===== config.mk =====
export PLATFORM = sky130hd
export DESIGN_NAME = vgsc_ram
export DESIGN_NICKNAME = d
export VERILOG_FILES = /design/src/rtl/vgsc_ram.sv
export SDC_FILE = /design/constraint.sdc
export NUM_CORES = 1
export LEC_CHECK = 0
export ABC_AREA = 0
export BUFFER_PORTS_ARGS = -buffer_cell sky130_fd_sc_hd__buf_2
export CAP_MARGIN = 20
export CORE_AREA = 2 2 96 98
export CTS_CLUSTER_DIAMETER = 50
export DETAILED_ROUTE_END_ITERATION = 12
export DIE_AREA = 0 0 98 100
export PLACE_DENSITY_LB_ADDON = 0.05
export REMOVE_ABC_BUFFERS = 1
export SETUP_SLACK_MARGIN = 0.15
export SYNTH_ARGS = -nofsm -noshare
export SYNTH_HDL_FRONTEND = slang
export SYNTH_SLANG_ARGS = --single-unit

===== constraint.sdc =====
create_clock -name clk_i -period 2.1 [get_ports clk_i]
set_input_delay 0.21 -clock clk_i [delete_from_list [all_inputs] [get_ports clk_i]]
set_output_delay 0.21 -clock clk_i [all_outputs]
set_load 0.02 [all_outputs]

===== src/rtl/vgsc_ram.sv =====
// generic simple dual port ram (one write port, one read port) with registered read
// no dependencies
module vgsc_ram #(
  parameter int unsigned Width = 8,
  parameter int unsigned Depth = 16
) (
  input  logic                     clk_i,
  input  logic                     we_i,
  input  logic [$clog2(Depth)-1:0] waddr_i,
  input  logic [Width-1:0]         wdata_i,
  input  logic [$clog2(Depth)-1:0] raddr_i,
  output logic [Width-1:0]         rdata_o
);
  logic [Width-1:0] mem [Depth];

  always_ff @(posedge clk_i) begin
    if (we_i) begin
      mem[waddr_i] <= wdata_i;
    end
    rdata_o <= mem[raddr_i];
  end
endmodule


==> results.cfg <==
[routing]
ant_nets = 0
first_iter_violations = 188
firstDrtPassIters = 4
via_per_inst = 6.00
routedWlPerCell_um = 23.3
via_count = 2456
wirelength_um = 9540
drc = 0

[setup_path]
crit_type = reg -> reg
path_cells = mux4_1, a22oi_1, nand2_1
reg2reg_slack_ns = 0.71
startpoint_type = flop
required_ns = 2.49
r2r_start = mem[5][0]
r2r.worst_path.cells = 3
worstSetupEndpointType = flop
worst_path_largest_cell_delay_ns = 0.56
cp_max_fo = 1
slowest_stage = mux4_1
r2r_end = rdata_o[0]
crit_arrival_ns = 1.77
critPathLaunch = mem[5][0]

[timing]
finalCriticalPeriod_ns = 1.39
finalCritPeriodShare_pct = 66.1
setup_slack_ns = 0.711
finalSetupViolations = 0
skew_ns = 0.0121
tns_ns = 0
worst_pin_slew_ns = 0.420
hold_viol = 0
slew_viol_final = 0
fmax_mhz = 720
relSlewSlack_pct = 72.0
rsz0062_at_grt = no

[power_and_ir_drop]
peakVddDrop_uv = 511
leakage_nw = 2.07
power.density_nw_per_um2 = 986

[clocking]
ctsLongestPathBuffers = 2
clock-sinks = 136
post_cts_resized = 0
hold_buffers = 0
cts-buffers-inserted = 17
h-tree-depth = 4
post-cts-setup-buffers = 0
cts_root_buf = clkbuf_8
cts_tree = yes
cts.clk_slew.worst_paths_ns = 0.06
clkLatencyLatePin_ns = 0.51

[synth]
synth_top_family_by_area = multiplexers
syn_area_per_cell_sq_um = 22.5
synth_top_area_share_pct = 74.7
syn_inst = 229
yosys.area_share.adder_pct = 0
synth_xor_area_share_pct = 0
yosysWarningCount = 0
synthMuxAreaShare_pct = 15.0
ys_types = 19
synthSimpleGateAreaFrac_pct = 3.18
ys_top_cells_by_area = edfxtp_1 (75%), mux4_2 (7.9%), mux4_1 (7.1%)
synth-compound-area-share_pct = 2.33
yosysTopAreaCell = edfxtp_1
syn-cell-area_sq_um = 5150
ys_seq_area_share_pct = 77.8
ys_seq_elements = 136

[run_status]
outcome = completed

[grt]
grt_pass1_vias = 2494
antenna_found_initial = 0
grt_pass1_wl_um = 14700
grt_max_degree = 33
overflow = 0
grt_use_total_pct = 21.3

[cells_and_area]
utilization_pct = 67.8
final_common_cell = edfxtp_1
area_growth_pct = 17.0
drive_gt1_share_pct = 31.2
nFillCells = 587
nNetsFinal = 303
final_cell_mix = edfxtp_1 (128), buf_2 (25), buf_4 (21), mux4_2 (18)
seqCellArea_sq_um = 4000
antenna_cells = 0
multi_input_area_sq_um = 1060

[min_path]
hold_path_end = mem[5][2]
hold_start = wdata_i[2]
hold-path-cell-count = 1
hold_path.class = in -> reg

[die]
die_w_um = 98
row_count = 35
die_height_um = 100
core_sq_um = 8890
start_util_pct = 57.9
die-area_sq_um = 9800
io_pins = 26

[placement]
dp_hpwl_um = 6150
place_ws_ns = 0.389
place_congestion = 0.790
io_buffer_count = 25

[flow_run]
drv_cap = 0
-- power by group --
part | switching [mW] | internal, mW
combinational | 0.179 | 0.123
clock | 1.00 | 1.58
sequential | 0.0170 | 3.04
-- cell families (layout without fill, tap and decap cells) --
| kind of cell | count (synthesis) | count (layout) |
|---|---|---|
| multiplexers | 32 | 32 |
| flip-flops | 136 | 136 |
| AND/OR/NAND/NOR | 35 | 35 |
| AO/OA/AOI/OAI | 16 | 16 |
| buffers and inverters | 10 | 79 |
-- synthesized netlist by cell type --
master / number
dfxtp_1: 8
or3b_2: 1
buf_4: 1
and2b_1: 1
edfxtp_1: 128
mux4_1: 14
nand3_1: 1
buf_6: 3
nand3b_1: 2
nor2_1: 13
nand2b_1: 2
nor3_1: 4
mux4_2: 18
and2_1: 1
clkdlybuf4s25_2: 3
nand2_1: 9
nor2b_1: 1
buf_2: 3
a22oi_1: 16
-- state kept, by name (all words and copies together) (netlist names) --
signal,cells
rdata_o,8
mem,128
-- worst max-delay path by stage --
stage | slack (ns) | end
4_1_cts | 0.72 | rdata_o[0]
5_1_grt | 0.68 | rdata_o[5]
6_report | 0.71 | rdata_o[0]
3_5_place_dp | 0.39 | rdata_o[0]
2_1_floorplan | 0.40 | mem[0][0]
3_3_place_gp | 0.37 | rdata_o[0]
-- routing by layer --
layer | track usage [%] | part of all wire (%) | routed length [um]
met5 | 0 | 0 | 0
met2 | 32.9 | 50 | 4730
met4 | 7.69 | 1.2 | 110
met1 | 30.3 | 44 | 4240
met3 | 5.29 | 4.8 | 459
-- area by class of cell --
type                            instances  share of cell area (%)
Sequential cell                       136                    66.5
Multi-Input combinational cell         83                    17.5
Clock buffer                           22                    7.35
Timing Repair Buffer                   47                    5.03
Tap cell                              111                    2.31
Clock inverter                         10                    1.31
-- worst max-delay path, delay by kind of cell (launching register included) --
family / cells / cell delay, ns
multiplexers: 1 / 0.56
flip-flops: 1 / 0.35
AO/OA/AOI/OAI: 1 / 0.27
AND/OR/NAND/NOR: 1 / 0.08
-- through the flow --
stage	hold WS [ns]	std cells	total power, mW	area, sq um
2_1_floorplan	0.309	219	3.25	5060
3_3_place_gp	0.599	377	3.41	5500
3_5_place_dp	0.609	377	3.41	5500
4_1_cts	0.0695	409	5.98	6020
5_1_grt	0.0831	409	6.12	6020
6_report	0.0838	409	5.94	6020
Note: power is estimated with default switching activity, not from simulation.
